**src/design/tmh_pkg.sv**
```systemverilog
`timescale 1ns / 1ps
`default_nettype none

package tmh_pkg;

    localparam int CAPACITY  = 1024;
    localparam int KEY_WIDTH = 32;

    localparam int ADDR_W = $clog2(CAPACITY);
    localparam int CNT_W  = $clog2(CAPACITY + 1);
    localparam int CH_W   = ADDR_W + 2;

    localparam int DIV3_SH  = ADDR_W + 1;
    localparam int DIV3_MUL = (2 ** DIV3_SH) / 3 + 1;
    localparam int PROD_W   = ADDR_W + DIV3_SH;

    localparam int IN_USER_W = 2;
    localparam int IN_DATA_W = ((KEY_WIDTH + 7) / 8) * 8;
    localparam int OUT_BITS  = KEY_WIDTH + 1 + CNT_W + 1;
    localparam int OUT_DATA_W = ((OUT_BITS + 7) / 8) * 8;

    typedef enum logic [1:0] {
        CMD_PUSH = 2'd0,
        CMD_POP  = 2'd1,
        CMD_PEEK = 2'd2
    } t_cmd;

    typedef enum logic [3:0] {
        DP_NONE,
        DP_ACCEPT,
        DP_READ_PARENT,
        DP_MOVE_UP,
        DP_WRITE_KEY,
        DP_LOAD_LAST,
        DP_READ_CHILD,
        DP_CMP_CHILD,
        DP_MOVE_DOWN,
        DP_OUT
    } t_dp_op;

    typedef struct packed {
        t_dp_op     op;
        logic [1:0] kind;
    } t_dp_cmd;

    typedef struct packed {
        logic full;
        logic empty;
        logic cnt_one;
        logic pos_zero;
        logic key_gt;
        logic child_ok;
        logic best_at_pos;
    } t_dp_stat;

endpackage

`default_nettype wire

```
**src/design/tmh_ctrl.sv**
```systemverilog
`timescale 1ns / 1ps
`default_nettype none

module tmh_ctrl (
    input  wire logic              i_clk,
    input  wire logic              i_rst_n,
    input  wire logic              i_in_valid,
    input  wire logic [1:0]        i_in_kind,
    output logic                   o_in_ready,
    output logic                   o_out_valid,
    input  wire logic              i_out_ready,
    input  wire tmh_pkg::t_dp_stat i_stat,
    output tmh_pkg::t_dp_cmd       o_cmd
);
    import tmh_pkg::*;

    typedef enum logic [2:0] {
        S_IDLE,
        S_UP_CHECK,
        S_UP_WAIT,
        S_DN_LAST,
        S_DN_CHECK,
        S_DN_CMP,
        S_DONE
    } t_state;

    t_state r_state, n_state;
    logic   r_out_valid;
    logic   w_out_free;

    assign w_out_free  = !r_out_valid || i_out_ready;
    assign o_in_ready  = (r_state == S_IDLE);
    assign o_out_valid = r_out_valid;

    always_comb begin
        n_state    = r_state;
        o_cmd.op   = DP_NONE;
        o_cmd.kind = i_in_kind;
        case (r_state)
            S_IDLE: begin
                if (i_in_valid) begin
                    o_cmd.op = DP_ACCEPT;
                    case (t_cmd'(i_in_kind))
                        CMD_PUSH: n_state = i_stat.full ? S_DONE : S_UP_CHECK;
                        CMD_POP: begin
                            if (i_stat.empty || i_stat.cnt_one) begin
                                n_state = S_DONE;
                            end else begin
                                n_state = S_DN_LAST;
                            end
                        end
                        default: n_state = S_DONE;
                    endcase
                end
            end
            S_UP_CHECK: begin
                if (i_stat.pos_zero) begin
                    o_cmd.op = DP_WRITE_KEY;
                    n_state  = S_DONE;
                end else begin
                    o_cmd.op = DP_READ_PARENT;
                    n_state  = S_UP_WAIT;
                end
            end
            S_UP_WAIT: begin
                if (i_stat.key_gt) begin
                    o_cmd.op = DP_MOVE_UP;
                    n_state  = S_UP_CHECK;
                end else begin
                    o_cmd.op = DP_WRITE_KEY;
                    n_state  = S_DONE;
                end
            end
            S_DN_LAST: begin
                o_cmd.op = DP_LOAD_LAST;
                n_state  = S_DN_CHECK;
            end
            S_DN_CHECK: begin
                if (i_stat.child_ok) begin
                    o_cmd.op = DP_READ_CHILD;
                    n_state  = S_DN_CMP;
                end else if (i_stat.best_at_pos) begin
                    o_cmd.op = DP_WRITE_KEY;
                    n_state  = S_DONE;
                end else begin
                    o_cmd.op = DP_MOVE_DOWN;
                end
            end
            S_DN_CMP: begin
                o_cmd.op = DP_CMP_CHILD;
                n_state  = S_DN_CHECK;
            end
            S_DONE: begin
                if (w_out_free) begin
                    o_cmd.op = DP_OUT;
                    n_state  = S_IDLE;
                end
            end
            default: n_state = S_IDLE;
        endcase
    end

    always_ff @(posedge i_clk) begin
        if (!i_rst_n) begin
            r_state     <= S_IDLE;
            r_out_valid <= 1'b0;
        end else begin
            r_state <= n_state;
            if (r_state == S_DONE && w_out_free) begin
                r_out_valid <= 1'b1;
            end else if (i_out_ready) begin
                r_out_valid <= 1'b0;
            end
        end
    end

endmodule

`default_nettype wire

```
**config.mk**
```make
export PLATFORM = sky130hd
export DESIGN_NAME = tmh_ctrl
export DESIGN_NICKNAME = d
export VERILOG_FILES = /design/src/design/tmh_pkg.sv /design/src/design/tmh_ctrl.sv
export SDC_FILE = /design/constraint.sdc
export NUM_CORES = 1
export LEC_CHECK = 0
export ABC_CLOCK_PERIOD_IN_PS = 3100
export BUFFER_PORTS_ARGS = -buffer_cell sky130_fd_sc_hd__buf_2
export CORE_AREA = 5 5 42 44
export DETAILED_ROUTE_END_ITERATION = 12
export DIE_AREA = 0 0 47 49
export PLACE_DENSITY = 0.63
export SYNTH_ARGS = -nofsm -noshare
export SYNTH_HDL_FRONTEND = slang
export SYNTH_SLANG_ARGS = --single-unit
```
**constraint.sdc**
```tcl
create_clock -name i_clk -period 3.1 [get_ports i_clk]
set_input_delay 0.31 -clock i_clk [delete_from_list [all_inputs] [get_ports i_clk]]
set_output_delay 0.31 -clock i_clk [all_outputs]
set_load 0.03 [all_outputs]
```
[After elaboration in Yosys (flattened, before gate mapping)]
Index checks and enable logic that the tools add are counted.
Operators by class
  add/sub/neg operators: 0
  multiply operators: 0
  divide/modulo/power cells: 0
  order comparisons: 0
  equality and inequality tests: 10
  shift-type cells: 0
  mux-type cells: 19
  bitwise operators: 0
  reductions and logical operators: 9
Operator list (number)
  3-bit 2-to-1 mux: 10
  4-bit one-hot mux with 7 select lines: 1
  3-bit one-hot mux with 6 select lines: 1
  4-bit 2-to-1 mux: 3
  3-bit == test (second input constant): 3
  3-bit by 2-bit == test with 1-bit output (second input constant): 2
  3-bit one-hot mux with 2 select lines: 1
  2-bit != test (second input constant): 2
  3-bit by 1-bit == test with 1-bit output (second input constant): 1
  3-bit logical NOT: 1
  1-bit 2-to-1 mux: 3
  3-bit != test (second input constant): 1
  3-bit AND reduction: 1
  2-bit by 1-bit == test with 1-bit output (second input constant): 1
  2-bit logical NOT: 1
  1-bit logical OR: 2
  2-bit nonzero test: 1
  2-bit OR reduction: 1
  1-bit logical AND: 1
  1-bit logical NOT: 1
Word-level totals
  bits in registers: 4
  latch bits: 0
  memory bits (writable): 0
  ROM bits: 0
  output and inout port bits: 8
  logic and storage cells: 40
  memories: 0

[Depth between registers and ports, before layout]
Gate-level depths: netlist of run 1.
  word-level depth: 5
  gate-level depth with buffers: 4

[Worst setup path before layout of run 1]
No wires, ideal clock.
  kind: register to output
  start: reg r_state[2]
  end: out o_cmd[2] (netlist bit)
  arrival time: 1.532 ns
  path slack: 1.258 ns
  stages on the path, launching flop included: 5
  buffers on the path: 1
  cell sequence: dfxtp_1 clkbuf_1 nand2_1 a2bb2oi_1 o21ai_0
RTL lines
  from (decl): RTL line tmh_ctrl.sv:27  | t_state r_state, n_state;
  from (signal assigned): RTL line tmh_ctrl.sv:108  | r_state <= n_state;
  to (decl): RTL line tmh_ctrl.sv:13  | output tmh_pkg::t_dp_cmd o_cmd

==> results.sh, run 1 <==
export IMPL_outcome="finished, final reports clean"
export IMPL_postSynthCellCount=51
export IMPL_ys_types=30
export IMPL_ant_nets=0
export IMPL_peakVddDrop_v=0.0002962
export IMPL_grt_pass1_vias=387
export IMPL_area_delta_synth_final_pct=29.90
export IMPL_clk_pin_slew_ns=0.04
export IMPL_std_cell_rows=14
export IMPL_cp_start_kind="register"
export IMPL_worstPathArrival_ns=1.57
export IMPL_final_nets=84
export IMPL_hold_viol_final=0
export IMPL_hold_buffers=0
export IMPL_p_leak_nw=0.2226
export IMPL_fin_crit_sh_pct=60.63
export IMPL_drive_gt1_share_pct=40.58
export IMPL_grt_max_degree=17
export IMPL_core_area_um2=1401
export IMPL_die_x_um=47
export IMPL_clock_path_buffers=2
export IMPL_hold_ws_ns=0.3636
export IMPL_cts_repair_resized=0
export IMPL_fillers=154
export IMPL_p_seq_share_pct=27.5
export IMPL_portBuffers=20
export IMPL_ys_ff_latch=4
export IMPL_viasPerCell=5.388
export IMPL_ys_flop_type="dfxtp_1"
export IMPL_start_util_pct=27.77
export IMPL_crit_path_end_kind="output pin"
export IMPL_slew_headroom_pct=67.51
export IMPL_required_ns=2.79
export IMPL_drt_iter0_markers=8
export IMPL_post_cts_buffers=0
export IMPL_synth_edf_count=0
export IMPL_final_max_slew_violation_count=0
export IMPL_grt_overflow=0
export IMPL_dp_hpwl_um=815.5
export IMPL_met2_wirelength_um=442
export IMPL_die_area_um2=2303
export IMPL_setup_viol=0
export IMPL_wl_met3_um=126
export IMPL_cts_tree="built"
export IMPL_synth_top_cell_by_area="dfxtp_1"
export IMPL_fmax_mhz=532.1
export IMPL_p_int_mw=0.1739
export IMPL_worstSkewPairLatency_ns=0.24
export IMPL_p_sw_share_pct=48.39
export IMPL_multi_input_area_um2=275.3
export IMPL_synth_area_leaders="dfxtp_1 21%, nor2b_1 6.4%, nor4b_1 4.5%"
export IMPL_ys_seq_area_share_pct=20.58
export IMPL_grt_use_total_pct=9.443
export IMPL_pwr_share_clk_pct=19.2
export IMPL_grt_pass1_wl_um=1545
export IMPL_clock_skew_ns=0.001949
export IMPL_grt_setup_unrepaired="false"
export IMPL_gp_congestion=0.8072
export IMPL_fin_tns_setup_ns=0
export IMPL_crit_type="reg2out"
export IMPL_die_h_um=49
export IMPL_numCtsBuffers=3
export IMPL_crit_chain="and3b_1 -> a31oi_1 -> o21ai_0 -> buf_2"
export IMPL_critPathBufInv=1
export IMPL_synth_area_per_cell_um2=7.630
export IMPL_ys_warn_count=0
export IMPL_crit_slowest_cell="dfxtp_1"
export IMPL_worstMarginPinSlew_ns=0.4866
export IMPL_synth_top_area_share_pct=20.58
export IMPL_vias=458
export IMPL_io_pin_count=21
export IMPL_async_flop_share_pct=0
export IMPL_top_layer="met4"
export IMPL_cpPeakStageDelay_ns=0.54
export IMPL_h_tree_depth=1
export IMPL_crit_fanout=14
export IMPL_synthTopCellsByCount="4 x dfxtp_1, 4 x nor2b_1, 3 x clkbuf_1, 3 x nor2_1, 3 x o21ai_0"
export IMPL_clock_sinks=4
export IMPL_drt_drc_violations_left=0
export IMPL_regArea_um2=80.08
export IMPL_period_minus_slack_ns=1.880
export IMPL_antenna_found_initial=0
export IMPL_dr_pass1_iters=4
export IMPL_syn_cell_area_um2=389.1
export IMPL_hp_class="in2reg"
export IMPL_diodes=0
export IMPL_crit_family="flip-flops"
export IMPL_synthesis_nets=64
export IMPL_comb_power_share_pct=53.4
export IMPL_m1WireLength_um=455
export IMPL_maxCapViolCount=0
export IMPL_power_density_nw_per_um2=666.5
export IMPL_clockRootBuffer="clkbuf_4"
export IMPL_avgRoutedWirePerCell_um=12.27
export IMPL_p_switching_mw=0.1630
export IMPL_wl_um=1043
[placed cells by master (no fill, tap or decap), drive strengths merged, types with 3 or more instances in the layout]
| master | netlist | layout |
|---|---|---|
| o21ai | 4 | 4 |
| dfxtp | 4 | 4 |
| nor2 | 3 | 3 |
| buf | 2 | 20 |
| nor2b | 4 | 4 |
| clkbuf | 3 | 3 |
[through the flow]
stage | cell area, um2 | power [mW] | utilization [%] | setup WS (ns) | instances
floorplan | 389.1 | 0.2253 | - | 1.258 | 51
global placement | 483.0 | 0.2716 | 34.46 | 1.473 | 82
detailed placement | 483.0 | 0.2732 | 34.46 | 1.475 | 82
CTS | 505.5 | 0.3402 | 36.07 | 1.229 | 85
global route | 505.5 | 0.3611 | 36.07 | 1.118 | 85
finish | 505.5 | 0.3369 | 36.07 | 1.220 | 85
[worst paths after layout]
check	from	to	slack, ns	cells after the start
hold / removal	i_rst_n	o_out_valid	0.36	2
setup / recovery	r_state[2]	o_cmd[3]	1.22	4
setup reg to reg	r_state[0]	r_state[1]	1.57	3
hold reg to reg	r_state[1]	r_state[1]	0.66	2
[power groups by stage]
stage	sequential [mW]	combinational, mW	clock, mW
after floorplan	0.0723	0.153	0
after global placement	0.0917	0.180	0
after detailed placement	0.0926	0.181	0
after CTS	0.0920	0.182	0.0665
after global routing	0.0951	0.195	0.0710
final	0.0925	0.180	0.0646
[area by class of cell]
class / count / area share (%)
Timing Repair Buffer: 20 / 19.80
Multi-Input combinational cell: 40 / 54.46
Inverter: 2 / 1.485
Clock buffer: 3 / 4.455
Sequential cell: 4 / 15.84
Tap cell: 16 / 3.960
[registers in the layout (all words and copies together), names as in the netlist]
register,count
r_state,3
o_out_valid,1
[cell families (layout without fill, tap and decap cells)]
| group | Yosys count | count (layout) | share of synthesized area [%] |
|---|---|---|---|
| AO/OA/AOI/OAI | 19 | 19 | 34.41 |
| flip-flops | 4 | 4 | 20.58 |
| buffers and inverters | 7 | 25 | 8.681 |
| AND/OR/NAND/NOR | 21 | 21 | 36.34 |
[routing by layer]
layer | GRT usage, % | vias up
met2 | 12.90 | 25
li1 | - | 232
met1 | 11.45 | 199
met4 | 6.912 | 0
met5 | 0 | -
met3 | 3.690 | 2
[worst register-to-register path, cell delays in order (launching register included)]
cell and delay [ns]:
dfxtp_1 0.45, or4_1 0.59, a211oi_1 0.28, o21ai_1 0.10
(Power assumes the default switching activity.)
==> run 2: changes to the inputs <==
--- a/config.mk
+++ b/config.mk
@@ -5,7 +5,7 @@
 export SDC_FILE = /design/constraint.sdc
 export NUM_CORES = 1
 export LEC_CHECK = 0
-export ABC_CLOCK_PERIOD_IN_PS = 3100
+export ABC_CLOCK_PERIOD_IN_PS = 1800
 export BUFFER_PORTS_ARGS = -buffer_cell sky130_fd_sc_hd__buf_2
 export CORE_AREA = 5 5 42 44
 export DETAILED_ROUTE_END_ITERATION = 12
==> constraint.sdc (replaced) <==
create_clock -name i_clk -period 1.8 [get_ports i_clk]
set_input_delay 0.18 -clock i_clk [delete_from_list [all_inputs] [get_ports i_clk]]
set_output_delay 0.18 -clock i_clk [all_outputs]
set_load 0.03 [all_outputs]
==> results.sh, run 2 (same netlist as run 1, synthesis figures left out) <==
export IMPL_outcome="finished, final reports clean"
export IMPL_grt_setup_unrepaired="false"
export IMPL_start_util_pct=27.77
export IMPL_crit_chain="and3b_1 -> a31oi_1 -> o21ai_0 -> buf_2"
export IMPL_die_x_um=47
export IMPL_r2r_start="r_state[2]"
export IMPL_setup_viol=0
export IMPL_fin_crit_sh_pct=96.03
export IMPL_crit_fanout=14
export IMPL_grt_overflow=0
export IMPL_vias=456
export IMPL_clock_sinks=4
export IMPL_post_cts_buffers=0
export IMPL_final_core_util_pct=36.61
export IMPL_cts_repair_resized=0
export IMPL_ant_nets=0
export IMPL_crit_slowest_cell="dfxtp_1"
export IMPL_viasPerCell=5.302
export IMPL_dr_pass1_iters=4
export IMPL_p_seq_share_pct=26.3
export IMPL_top_layer="met3"
export IMPL_fin_ws_ns=0.07142
export IMPL_met2_wirelength_um=500
export IMPL_required_ns=1.62
export IMPL_drive_gt1_share_pct=41.43
export IMPL_crit_path_end_kind="output pin"
export IMPL_drt_iter0_markers=11
export IMPL_peakVddDrop_v=0.0005684
export IMPL_numCtsBuffers=3
export IMPL_regArea_um2=80.08
export IMPL_timing_rr_end="r_state[0]"
export IMPL_fillers=162
export IMPL_clockRootBuffer="clkbuf_4"
export IMPL_area_delta_synth_final_pct=31.83
export IMPL_grt_pass1_wl_um=1704
export IMPL_h_tree_depth=1
export IMPL_avgRoutedWirePerCell_um=12.35
export IMPL_slew_headroom_pct=74.37
export IMPL_wl_um=1062
export IMPL_p_sw_share_pct=48.13
export IMPL_grt_max_degree=15
export IMPL_hold_buffers=0
export IMPL_wl_met3_um=84
export IMPL_clk_pin_slew_ns=0.04
export IMPL_worstPathArrival_ns=1.55
export IMPL_grt_use_total_pct=10.13
export IMPL_pwr_share_clk_pct=18.6
export IMPL_diodes=0
export IMPL_p_int_mw=0.3038
export IMPL_core_area_um2=1401
export IMPL_power_density_nw_per_um2=1142
export IMPL_crit_type="reg2out"
export IMPL_largest_register_ffs=3
export IMPL_fin_tns_setup_ns=0
export IMPL_final_nets=85
export IMPL_p_leak_nw=0.2280
export IMPL_final_common_cell="buf_2"
export IMPL_comb_power_share_pct=55.1
export IMPL_clock_skew_ns=0.0009951
export IMPL_std_cell_rows=14
export IMPL_period_minus_slack_ns=1.729
export IMPL_io_pin_count=21
export IMPL_crit_path_start="r_state[2]"
export IMPL_worstMarginPinSlew_ns=0.3839
export IMPL_portBuffers=20
export IMPL_hold_viol_final=0
export IMPL_final_max_slew_violation_count=0
export IMPL_gp_congestion=0.8767
export IMPL_reg2reg_slack_ns=0.29
export IMPL_fmax_mhz=578.5
export IMPL_p_switching_mw=0.2819
export IMPL_m1WireLength_um=477
export IMPL_die_h_um=49
export IMPL_dp_hpwl_um=850.4
export IMPL_reg2reg_depth=3
export IMPL_grt_pass1_vias=416
export IMPL_cts_tree="built"
export IMPL_multi_input_area_um2=275.3
export IMPL_cp_start_kind="register"
export IMPL_worstSkewPairLatency_ns=0.23
export IMPL_crit_end="o_cmd[3]"
export IMPL_cpPeakStageDelay_ns=0.54
export IMPL_final_cell_mix="20 x buf_2, 4 x nor2b_1, 4 x dfxtp_1"
export IMPL_top_register="r_state"
export IMPL_antenna_found_initial=0
export IMPL_drt_drc_violations_left=0
export IMPL_die_area_um2=2303
export IMPL_maxCapViolCount=0
export IMPL_hold_start="i_rst_n"
export IMPL_hp_class="in2reg"
export IMPL_pre_cts_ws_ns=0.3171
export IMPL_clock_path_buffers=2
-- run 2: worst min path at each step --
stage	to	cells past startpoint
final	o_out_valid	2
after global routing	o_out_valid	2
after floorplan	o_out_valid	1
after global placement	o_out_valid	2
after detailed placement	o_out_valid	2
after CTS	o_out_valid	2
-- run 2: area by class of cell --
type,instances,area share [%]
sequential,4,15.61
inverter,2,1.463
tap,16,3.902
timing repair buffer,21,20.98
multi-input combinational,40,53.66
clock buffer,3,4.390
-- run 2: worst max-delay path, delay by kind of cell, from the launching register on --
family / cells / cell delay (ns)
simple gates: 1 / 0.24
buf+inv: 1 / 0.20
flops: 1 / 0.54
compound gates: 2 / 0.34
-- run 2: metal layers --
| layer | global-route usage, % | up-vias |
|---|---|---|
| met5 | 0 | - |
| met4 | 4.147 | 0 |
| met3 | 5.166 | 0 |
| met2 | 13.57 | 16 |
| met1 | 13.38 | 206 |
| li1 | - | 234 |
-- run 2: metrics by stage --
stage / instances / total power [mW] / hold slack [ns] / area, um2
4_1_cts: 86 / 0.5916 / 0.2036 / 513.0
3_3_place_gp: 83 / 0.4778 / 0.4524 / 490.5
5_1_grt: 86 / 0.6303 / 0.2099 / 513.0
6_report: 86 / 0.5856 / 0.2172 / 513.0
2_1_floorplan: 51 / 0.3881 / 0.3082 / 389.1
3_5_place_dp: 83 / 0.4760 / 0.4454 / 490.5
-- run 2: power by group through the flow --
stage / registers, mW / clock network [mW] / logic (mW)
6_report: 0.154 / 0.109 / 0.323
5_1_grt: 0.160 / 0.126 / 0.345
4_1_cts: 0.153 / 0.115 / 0.324
3_5_place_dp: 0.154 / 0 / 0.322
3_3_place_gp: 0.153 / 0 / 0.324
2_1_floorplan: 0.125 / 0 / 0.264
